[src/hdl/ljpf_pkg.sv]
// Shared types, codes and constants for the Lennard-Jones pair force block.
package ljpf_pkg;

    localparam int CoordBits  = 32;
    localparam int IndexBits  = 16;
    localparam int CfgBits    = 31;
    localparam int ForceBits  = 48;
    localparam int WordBits   = 64;
    localparam int ProdBits   = 128;
    localparam int QuoBits    = 57;

    localparam logic [63:0] Int64Max = 64'h7FFF_FFFF_FFFF_FFFF;
    localparam logic [63:0] Lim48    = Int64Max / 48;
    localparam logic [63:0] Lim24    = Int64Max / 24;

    // Sequencer states
    typedef enum logic [2:0] {
        ST_IDLE,
        ST_WRAP,
        ST_MUL,
        ST_CHECK,
        ST_DIV,
        ST_FACT,
        ST_VADD,
        ST_OUT
    } t_state;

    // Multiplier operations, in issue order
    typedef enum logic [3:0] {
        OP_SQX,
        OP_SQY,
        OP_SQZ,
        OP_RC,
        OP_R4,
        OP_R6,
        OP_R8,
        OP_R14,
        OP_FX,
        OP_FY,
        OP_FZ,
        OP_VIR
    } t_op;

    // Configuration register indexes
    typedef enum logic {
        REG_BOX_LENGTH    = 1'b0,
        REG_CUTOFF_RADIUS = 1'b1
    } t_reg;

    // Request to the shared multiplier
    typedef struct packed {
        logic        start;
        logic [63:0] a;
        logic [63:0] b;
    } t_mul_req;

endpackage

[src/hdl/ljpf_mul.sv]
// Shared 64x64 multiplier built from one 32x32 unit, summing its partial products in turn.
module ljpf_mul
    import ljpf_pkg::*;
(
    input  logic                i_clk,
    input  logic                i_rst_n,
    input  t_mul_req            i_req,
    output logic                o_done,
    output logic [ProdBits-1:0] o_prod
);

    logic [63:0]         r_a, r_b;
    logic [1:0]          r_step;
    logic                r_busy, r_done;
    logic [ProdBits-1:0] r_acc;
    logic [31:0]         s_opa, s_opb;
    logic [63:0]         s_pp;
    logic [ProdBits-1:0] s_shift;

    // operand halves for this step
    assign s_opa = r_step[0] ? r_a[63:32] : r_a[31:0];
    assign s_opb = r_step[1] ? r_b[63:32] : r_b[31:0];
    assign s_pp  = s_opa * s_opb;

    // align the partial product
    always_comb begin
        unique case ({1'b0, r_step[0]} + {1'b0, r_step[1]})
            2'd0:    s_shift = {64'd0, s_pp};
            2'd1:    s_shift = {32'd0, s_pp, 32'd0};
            default: s_shift = {s_pp, 64'd0};
        endcase
    end

    // control
    always_ff @(posedge i_clk) begin
        if (!i_rst_n) begin
            r_busy <= 1'b0;
            r_done <= 1'b0;
            r_step <= '0;
        end else begin
            r_done <= 1'b0;
            if (i_req.start) begin
                r_busy <= 1'b1;
                r_step <= '0;
            end else if (r_busy) begin
                r_step <= r_step + 2'd1;
                if (r_step == 2'd3) begin
                    r_busy <= 1'b0;
                    r_done <= 1'b1;
                end
            end
        end
    end

    // datapath
    always_ff @(posedge i_clk) begin
        if (i_req.start) begin
            r_a   <= i_req.a;
            r_b   <= i_req.b;
            r_acc <= '0;
        end else if (r_busy) begin
            r_acc <= r_acc + s_shift;
        end
    end

    assign o_done = r_done;
    assign o_prod = r_acc;

endmodule

[config.mk]
export PLATFORM = sky130hd
export DESIGN_NAME = ljpf_mul
export DESIGN_NICKNAME = d
export VERILOG_FILES = /design/src/hdl/ljpf_pkg.sv /design/src/hdl/ljpf_mul.sv
export SDC_FILE = /design/constraint.sdc
export NUM_CORES = 2
export LEC_CHECK = 0
export ABC_CLOCK_PERIOD_IN_PS = 14850
export BUFFER_PORTS_ARGS = -buffer_cell sky130_fd_sc_hd__buf_2
export CAP_MARGIN = 20
export CORE_MARGIN = 3
export CORE_UTILIZATION = 66
export CTS_BUF_LIST = sky130_fd_sc_hd__clkbuf_2
export DETAILED_ROUTE_END_ITERATION = 10
export HOLD_SLACK_MARGIN = 0.15
export MAX_ROUTING_LAYER = met4
export PLACE_DENSITY = 0.82
export SYNTH_ARGS = -nofsm -noshare
export SYNTH_HDL_FRONTEND = slang
export SYNTH_SLANG_ARGS = --single-unit
[constraint.sdc]
create_clock -name i_clk -period 14.85 [get_ports i_clk]
set_clock_uncertainty 0.2 [all_clocks]
set_input_delay 2.2275 -clock i_clk [delete_from_list [all_inputs] [get_ports i_clk]]
set_output_delay 2.2275 -clock i_clk [all_outputs]
set_load 0.005 [all_outputs]
==> results.yml <==
cells_and_area:
  layout.cells.non_filler: 7123
  final_nets: 7433
  drive_gt1_share_pct: 10.7
  final_core_util_pct: 71.1
  area_delta_synth_final_pct: 6.57
  fill_cells: 5817
worst_setup_path:
  crit_path_end_kind: "register"
  path_delay_family: "adder cells"
  crit_top_cell: "fa_1"
  slowest_stage: "mux2i_2"
  critPathRequiredTime_ns: 15.84
  path_class: "reg -> reg"
  cpPeakStageDelay_ns: 0.85
  cp_max_fo: 26
  cp-start-kind: "register"
  path_buf_inv: 4
  cp.arrival_ns: 15.17
synth:
  yosysMostFrequentCell: "inv_1"
  synthAdderAreaFrac_pct: 45.1
  postSynthAreaPerCell_um2: 8.65
  netlist_instances: 5864
  ys.warnings.count: 0
  synth.top_cell.area_share_pct: 35.4
  ys_seq_elements: 260
  syn_nets: 7284
  synth_flop_cell: "dfxtp_1"
  synth_compound_area_share_pct: 11.0
  synthTopCellsByArea: "fa_1, ha_1, edfxtp_1"
  yosysTopAreaCell: "fa_1"
  synth_top_family_by_area: "adder cells"
  synthMuxAreaShare_pct: 3.77
  synthSimpleGateAreaFrac_pct: 15.3
  synth_xor_area_share_pct: 3.00
  yosysSeqAreaShare_pct: 12.8
  syn-cell-area_mm2: 0.0507
  synth-edff-count: 128
  yosysUniqueCellTypes: 78
  async_reset_ff_share_pct: 0
  synth_commonest_cells: "inv_1, fa_1, nor2_1, nand2_1, ha_1"
clock_network:
  hold_buffers: 0
  cts-root-buf: "clkbuf_2"
  cts_tree: "done"
  cts_made_buffers: 77
  clkSinkCount: 260
  clkTransAtPathRegs_ns: 0.13
  post_cts_buffers: 0
  clock_latency_ns: 1.26
  clockBufferDepth: 3
  cts_resized: 0
  h-tree-depth: 3
placed_design:
  place_inst: 6961
  io_buffers: 259
  gp_congestion: 1.09
  dp_hpwl_mm: 154
grt:
  grt_pass1_vias: 47500
  use_met2_pct: 69.9
  grt_pass1_wl_mm: 286
  antenna_found_initial: 17
  grt_busiest_layer: "met2"
  grt_util_all_layers_pct: 49.2
  grt-ovfl-total: 0
  grt_use_met3_pct: 15.3
  grt_max_degree: 105
  grt_use_met1_pct: 61.4
floorplanning:
  core-area_mm2: 0.0761
  initial_utilization_pct: 66.7
  io_pins: 260
  row_count: 101
  dieWidth_um: 283
  die_h_um: 283
  die_area_mm2: 0.0802
detailed_routing:
  ant_nets: 0
  drtIter0Drc: 5569
  wirelength_mm: 191
  drt_pre_antenna_iters: 9
  num_vias: 46000
  vias_per_cell: 6.45
  routedWlPerCell_um: 26.8
  drc: 0
timing:
  finalWorstPathRequiredPeriod_ns: 14.18
  maxSlewHeadroom_pct: 23.6
  drv_slew: 0
  grt_setup_unrepaired: "false"
  finalSetupTns_ns: 0
  finalCritPeriodShare_pct: 95.5
  hold_violations: 0
  tightest_slew_ns: 1.14
  setup_viol: 0
  clock.fmax_mhz: 70.5
job:
  drv_cap: 0
min_path:
  hold_path.class: "reg -> reg"
outcome:
  status: "complete, no violations"
==> worst min-delay path, delay by kind of cell, from the launching register on <==
kind,cells,cell delay (ns)
DFF,1,0.34
AOI/OAI and AO/OA,1,0.06
and+or+nand+nor,1,0.05
==> layout by cell type (no fill, tap or decap), types with 15 or more instances in the layout <==
cell and count:
nor2_1 830, buf_4 112, o21a_1 29, xnor2_1 101, diode_2 17, a31oi_1 20
and2_1 45, nand3_1 38, nand2_1 702, nand4_1 89, nor4_1 19, o21ai_0 217
buf_2 258, ha_1 392, dfxtp_1 129, clkinv_1 19, a211oi_1 20, a21oi_1 268
fa_1 897, mux2i_1 80, xor2_1 73, clkbuf_2 107, inv_1 904, a22o_1 23
mux2i_2 37, or2_2 22, edfxtp_1 128, nor3_1 26, o31ai_1 19, mux2_2 54
o21bai_1 48, and3_1 21, nor2b_1 19, o22ai_1 15, a21o_1 110, or3_1 18
==> stage by stage <==
step	instance area, um2	hold WS [ns]	worst slack [ns]
floorplan	50700	0.268	2.81
global placement	53200	0.267	0.233
detailed placement	53200	0.273	1.21
CTS	54000	0.286	1.14
global route	54000	0.322	0.476
finish	54100	0.286	0.673
==> state kept, by name (all words and copies together) (netlist names) <==
| name | count |
|---|---|
| r_b | 64 |
| o_done | 1 |
| r_a | 64 |
| o_prod | 128 |
| r_step | 2 |
| r_busy | 1 |
==> final timing paths <==
kind                      startpoint  cells past startpoint                  endpoint  slack (ns)
min          o_prod[69]$_SDFFE_PP0P_                      2   o_prod[69]$_SDFFE_PP0P_        0.29
max reg2reg   r_step[1]$_SDFFE_PP0P_                     38  o_prod[126]$_SDFFE_PP0P_        0.67
max           r_step[1]$_SDFFE_PP0P_                     38  o_prod[126]$_SDFFE_PP0P_        0.67
min reg2reg  o_prod[69]$_SDFFE_PP0P_                      2   o_prod[69]$_SDFFE_PP0P_        0.29
==> cells by family after synthesis <==
logic type,Yosys count
adder cells (fa/ha/maj),1289
AND/OR/NAND/NOR,1862
AO/OA/AOI/OAI,884
buffers and inverters,1212
flip-flops,260
XOR/XNOR,174
multiplexers,183
==> layer usage <==
metal  part of all wire (%)  wire [um]
met2                     42      80600
met5                      0          0
met4                    8.4      16000
met1                     36      68100
met3                     14      26300
==> layout make-up <==
cell class | instances | area [um2] | share of cell area (%)
antenna | 17 | 42.5 | 0.0787
clock buffer | 107 | 536 | 0.991
clock inverter | 35 | 205 | 0.380
inverter | 905 | 3400 | 6.28
multi-input combinational | 4392 | 39900 | 73.7
sequential | 260 | 6500 | 12.0
tap | 1030 | 1290 | 2.38
timing repair buffer | 377 | 2230 | 4.12
Power is left out: the tool's default activity adds up to more than one toggle a clock period on the data nets, which glitch-free logic cannot reach.
