File: src/hdl/ljpf_pkg.sv
// Shared types, codes and constants for the Lennard-Jones pair force block.
package ljpf_pkg;

    localparam int CoordBits  = 32;
    localparam int IndexBits  = 16;
    localparam int CfgBits    = 31;
    localparam int ForceBits  = 48;
    localparam int WordBits   = 64;
    localparam int ProdBits   = 128;
    localparam int QuoBits    = 57;

    localparam logic [63:0] Int64Max = 64'h7FFF_FFFF_FFFF_FFFF;
    localparam logic [63:0] Lim48    = Int64Max / 48;
    localparam logic [63:0] Lim24    = Int64Max / 24;

    // Sequencer states
    typedef enum logic [2:0] {
        ST_IDLE,
        ST_WRAP,
        ST_MUL,
        ST_CHECK,
        ST_DIV,
        ST_FACT,
        ST_VADD,
        ST_OUT
    } t_state;

    // Multiplier operations, in issue order
    typedef enum logic [3:0] {
        OP_SQX,
        OP_SQY,
        OP_SQZ,
        OP_RC,
        OP_R4,
        OP_R6,
        OP_R8,
        OP_R14,
        OP_FX,
        OP_FY,
        OP_FZ,
        OP_VIR
    } t_op;

    // Configuration register indexes
    typedef enum logic {
        REG_BOX_LENGTH    = 1'b0,
        REG_CUTOFF_RADIUS = 1'b1
    } t_reg;

    // Request to the shared multiplier
    typedef struct packed {
        logic        start;
        logic [63:0] a;
        logic [63:0] b;
    } t_mul_req;

endpackage

File: src/hdl/ljpf_div.sv
// Restoring divider: 2^56 / divisor, one quotient bit per cycle.
module ljpf_div
    import ljpf_pkg::*;
(
    input  logic               i_clk,
    input  logic               i_rst_n,
    input  logic               i_start,
    input  logic [63:0]        i_divisor,
    output logic               o_done,
    output logic [QuoBits-1:0] o_quot
);

    logic [63:0]        r_div;
    logic [64:0]        r_rem;
    logic [QuoBits-1:0] r_quot;
    logic [5:0]         r_cnt;
    logic               r_busy, r_done;
    logic [64:0]        s_trial;
    logic               s_ge;

    // next remainder bit: the dividend has a single one at its top
    assign s_trial = {r_rem[63:0], (r_cnt == 6'(QuoBits - 1))};
    assign s_ge    = s_trial >= {1'b0, r_div};

    always_ff @(posedge i_clk) begin
        if (!i_rst_n) begin
            r_busy <= 1'b0;
            r_done <= 1'b0;
            r_cnt  <= '0;
        end else begin
            r_done <= 1'b0;
            if (i_start) begin
                r_busy <= 1'b1;
                r_cnt  <= 6'(QuoBits - 1);
            end else if (r_busy) begin
                r_cnt <= r_cnt - 6'd1;
                if (r_cnt == 6'd0) begin
                    r_busy <= 1'b0;
                    r_done <= 1'b1;
                end
            end
        end
    end

    always_ff @(posedge i_clk) begin
        if (i_start) begin
            r_div  <= i_divisor;
            r_rem  <= '0;
            r_quot <= '0;
        end else if (r_busy) begin
            r_rem  <= s_ge ? s_trial - {1'b0, r_div} : s_trial;
            r_quot <= {r_quot[QuoBits-2:0], s_ge};
        end
    end

    assign o_done = r_done;
    assign o_quot = r_quot;

endmodule

File: config.mk
export PLATFORM = sky130hd
export DESIGN_NAME = ljpf_div
export DESIGN_NICKNAME = d
export VERILOG_FILES = /design/src/hdl/ljpf_pkg.sv /design/src/hdl/ljpf_div.sv
export SDC_FILE = /design/constraint.sdc
export NUM_CORES = 1
export LEC_CHECK = 0
export BUFFER_PORTS_ARGS = -buffer_cell sky130_fd_sc_hd__buf_2
export CELL_PAD_IN_SITES_DETAIL_PLACEMENT = 1
export CELL_PAD_IN_SITES_GLOBAL_PLACEMENT = 1
export CORE_MARGIN = 4
export CORE_UTILIZATION = 45
export DETAILED_ROUTE_END_ITERATION = 6
export GPL_TIMING_DRIVEN = 0
export HOLD_SLACK_MARGIN = 0.02
export PLACE_DENSITY = 0.83
export SLEW_MARGIN = 40
export SYNTH_ARGS = -nofsm -noshare
export SYNTH_HDL_FRONTEND = slang
export SYNTH_SLANG_ARGS = --single-unit
export TNS_END_PERCENT = 50
File: constraint.sdc
create_clock -name i_clk -period 5.25 [get_ports i_clk]
set_input_delay 1.05 -clock i_clk [delete_from_list [all_inputs] [get_ports i_clk]]
set_output_delay 1.05 -clock i_clk [all_outputs]
set_load 0.01 [all_outputs]
==> run summary <==
Largest buffer count on any clock path: 2
Main synth FF type: dfxtp_1
Crit-path cells: inv_1 > ha_1 > nand2b_1 > inv_1 > nand4_1 > ha_1 > inv_1 > fa_1 > a211oi_1 > o211ai_1 > a31o_2 > a211o_4 > a21oi_4 > o41ai_4 > a21o_4 > a311o_1 > nand2_2 > mux2_4 > a31oi_1
Unrepaired setup endpoints after global routing: no
DRT antenna net count: 0
Number of hold violations in the final report: 0
Yosys cell types: 82
CTS tree: yes
Hold endpoint: r_rem[27]$_SDFFE_PP0P_
Max_cap viols: 0
Vias post-DR: 9825
CP max stage cell: fa_1
Clk_skew: 0.0234 ns
Routed len/inst: 19.5 um
Register area share after synthesis: 40.3%
Reg2reg end: r_rem[62]$_SDFFE_PP0P_
Top post-synthesis cells by area: dfxtp_1 23%, edfxtp_1 17%, ha_1 7.3%
LEAKAGE: 5.56 nW
Vias per cell: 5.62
CP max stage delay: 0.44 ns
Clk_lat worst skew: 0.47 ns
Initial antenna violation count: 1
Syn-to-layout area delta: 15.2%
Final estimated routing congestion in global placement: 0.931
Cts hold-fix bufs: 0
Kind of critical path: flip-flop to flip-flop
Synth Area per Inst: 8.83 um2
Crit share post-route: 86.6%
Pwr/cell area: 331 nW/um2
Final #Nets: 1544
GR met2 Demand/Resource: 41.6%
Syn Nets: 1399
GRT overflow: 0
DRT iter0 DRCs: 460
HPWL after DPL: 25400 um
Total placed cells including tap cells: 1715
Dominant cell by count in the synthesized netlist: nand2_1
Filler cells: 2928
Yosys warnings: 0
Most common cell on crit path: inv_1
Residual DRC: 0
Setup TNS: 0 ns
Peak supply drop: 0.000205 V
Initial Util: 45.8%
Fraction of layout instances using a drive strength above 1: 15.2%
Top-area cell type share of the netlist area: 23.1%
Reg2reg path depth: 19
Post-route minimum period: 4.54 ns
CP required: 5.64 ns
TritonRoute pass-1 iters: 5
CP top delay family: compound AO/OA/AOI/OAI gates
Total clock sinks: 193
CTS resizes: 0
Met3 Use GR: 5.34%
# Post-CTS Setup Buffers: 0
Max-slew headroom: 50.8%
H-tree depth: 4
Die ar.: 27400 um2
Worst R2R Start: r_cnt[0]$_SDFFE_PP0P_
Mapped Cells: 1266
Ys async rst share: 0%
Status: completed
Busiest grt layer: met2
IO Port Bufs: 124
CP Buf/Inv Count: 3
Top cell types by occurrence after synthesis: 171 x nand2_1, 161 x nor2_1, 129 x dfxtp_1
Area leader, netlist: dfxtp_1
Root Buffer: clkbuf_16
Die height: 166 um
Final Setup Violations: 0
Critical Path Source Type: flip-flop
Vias in the first global route: 10400
Clock slew at reported path FFs: 0.08 ns
Min-delay worst type: flip-flop to flip-flop
First-pass GRT wire length: 54700 um
FP Rows: 57
Die Wd: 166 um
Fin cells: 1748
Hold depth: 2
TritonCTS Buffers: 17
Post-Syn Area: 11200 um2
Seq cells post-synth: 193
CP max FO: 4
Hold Path Origin: r_rem[26]$_SDFFE_PP0P_
Ports: 125
R2r setup slk: 0.71 ns
Largest net degree at the start of global routing: 37
Fmax: 220 MHz
Core footprint: 24400 um2
Arrival time worst endpoint: 4.93 ns
Met1 Use GR: 32.8%
Total GRT Usage: 25.3%
Drt total wl: 34100 um
Critical Path Sink Type: flip-flop
Post-synth EDFFs: 64
Least-Margin Pin Slew: 0.738 ns
Ant diodes: 0
Max-slew violation count: 0
worst register-to-register path, stage by stage (launching register included):
cell	delay, ns
dfxtp_1	0.38
inv_1	0.06
ha_1	0.21
nand2b_1	0.13
inv_1	0.05
nand4_1	0.19
ha_1	0.28
inv_1	0.07
fa_1	0.44
a211oi_1	0.31
o211ai_1	0.17
a31o_2	0.29
a211o_4	0.37
a21oi_4	0.23
o41ai_4	0.13
a21o_4	0.27
a311o_1	0.31
nand2_2	0.10
mux2_4	0.30
a31oi_1	0.17
cells in the final DEF, fill, tap and decap left out, drive strengths merged, types with 14 or more instances in the layout:
cell    count
o21ai      45
clkbuf     58
a311oi     56
nor2      161
xor2       21
dfxtp     129
a21oi      90
ha         65
inv        93
o21a       14
a21o       23
nand3      18
xnor2      42
mux2i      56
nand2     173
buf       152
nand4      20
edfxtp     64
cell type report:
cell class | count | area (um2) | share of cell area, %
Multi-Input combinational cell | 923 | 6050 | 47.0
Sequential cell | 193 | 4500 | 35.0
Timing Repair Buffer | 126 | 654 | 5.08
Clock buffer | 17 | 425 | 3.30
Tap cell | 324 | 405 | 3.15
Inverter | 83 | 312 | 2.42
Buffer | 67 | 307 | 2.38
Clock inverter | 15 | 214 | 1.66
state kept, by name, indices dropped and copies added (netlist names):
signal and flops:
o_done 1, r_cnt 6, o_quot 57, r_rem 64, r_div 64, r_busy 1
layer usage:
layer / part of all wire, % / wire, um / vias to the layer above
met3: 5.3 / 1820 / 58
met4: 2.9 / 995 / 2
met2: 47 / 15900 / 229
met5: 0.056 / 19 / -
li1: - / - / 4783
met1: 45 / 15300 / 4753
kinds of logic (layout without fill, tap and decap cells):
kind of cell    after synthesis  after routing  synth area share, %
compound gates              307            307                 19.8
simple gates                430            430                 16.8
fa+ha+maj                    66             66                 7.46
xor+xnor                     63             63                 4.94
mux                          57             57                 5.15
flops                       193            193                 40.3
buf+inv                     150            308                 5.53
where the power goes:
part / switching, mW / internal (mW) / total, mW
clock: 0.735 / 0.673 / 1.41
sequential: 0.0611 / 1.64 / 1.70
combinational: 0.732 / 0.422 / 1.15
stage by stage:
stage               power (mW)  utilization (%)  setup slack [ns]  instance area [um2]  hold slack, ns
CTS                       4.29             52.7             0.759                12900           0.508
global route              4.49             52.8             0.510                12900           0.532
global placement          2.82             50.0             0.895                12200           0.469
detailed placement        2.86             50.1             0.833                12200           0.492
floorplan                 2.54                -              1.46                11200           0.458
finish                    4.26             52.8             0.706                12900           0.508
worst max-delay path by stage:
stage	startpoint	end	slack, ns	cells after the start
after floorplan	r_cnt[0]$_SDFFE_PP0P_	r_rem[62]$_SDFFE_PP0P_	1.46	19
final	r_cnt[0]$_SDFFE_PP0P_	r_rem[62]$_SDFFE_PP0P_	0.71	19
after global placement	r_cnt[0]$_SDFFE_PP0P_	r_rem[62]$_SDFFE_PP0P_	0.90	19
after global routing	r_cnt[0]$_SDFFE_PP0P_	r_rem[56]$_SDFFE_PP0P_	0.51	19
after CTS	r_cnt[0]$_SDFFE_PP0P_	r_rem[62]$_SDFFE_PP0P_	0.76	19
after detailed placement	r_cnt[0]$_SDFFE_PP0P_	r_rem[62]$_SDFFE_PP0P_	0.83	19
Power figures use the tool's default switching activity.
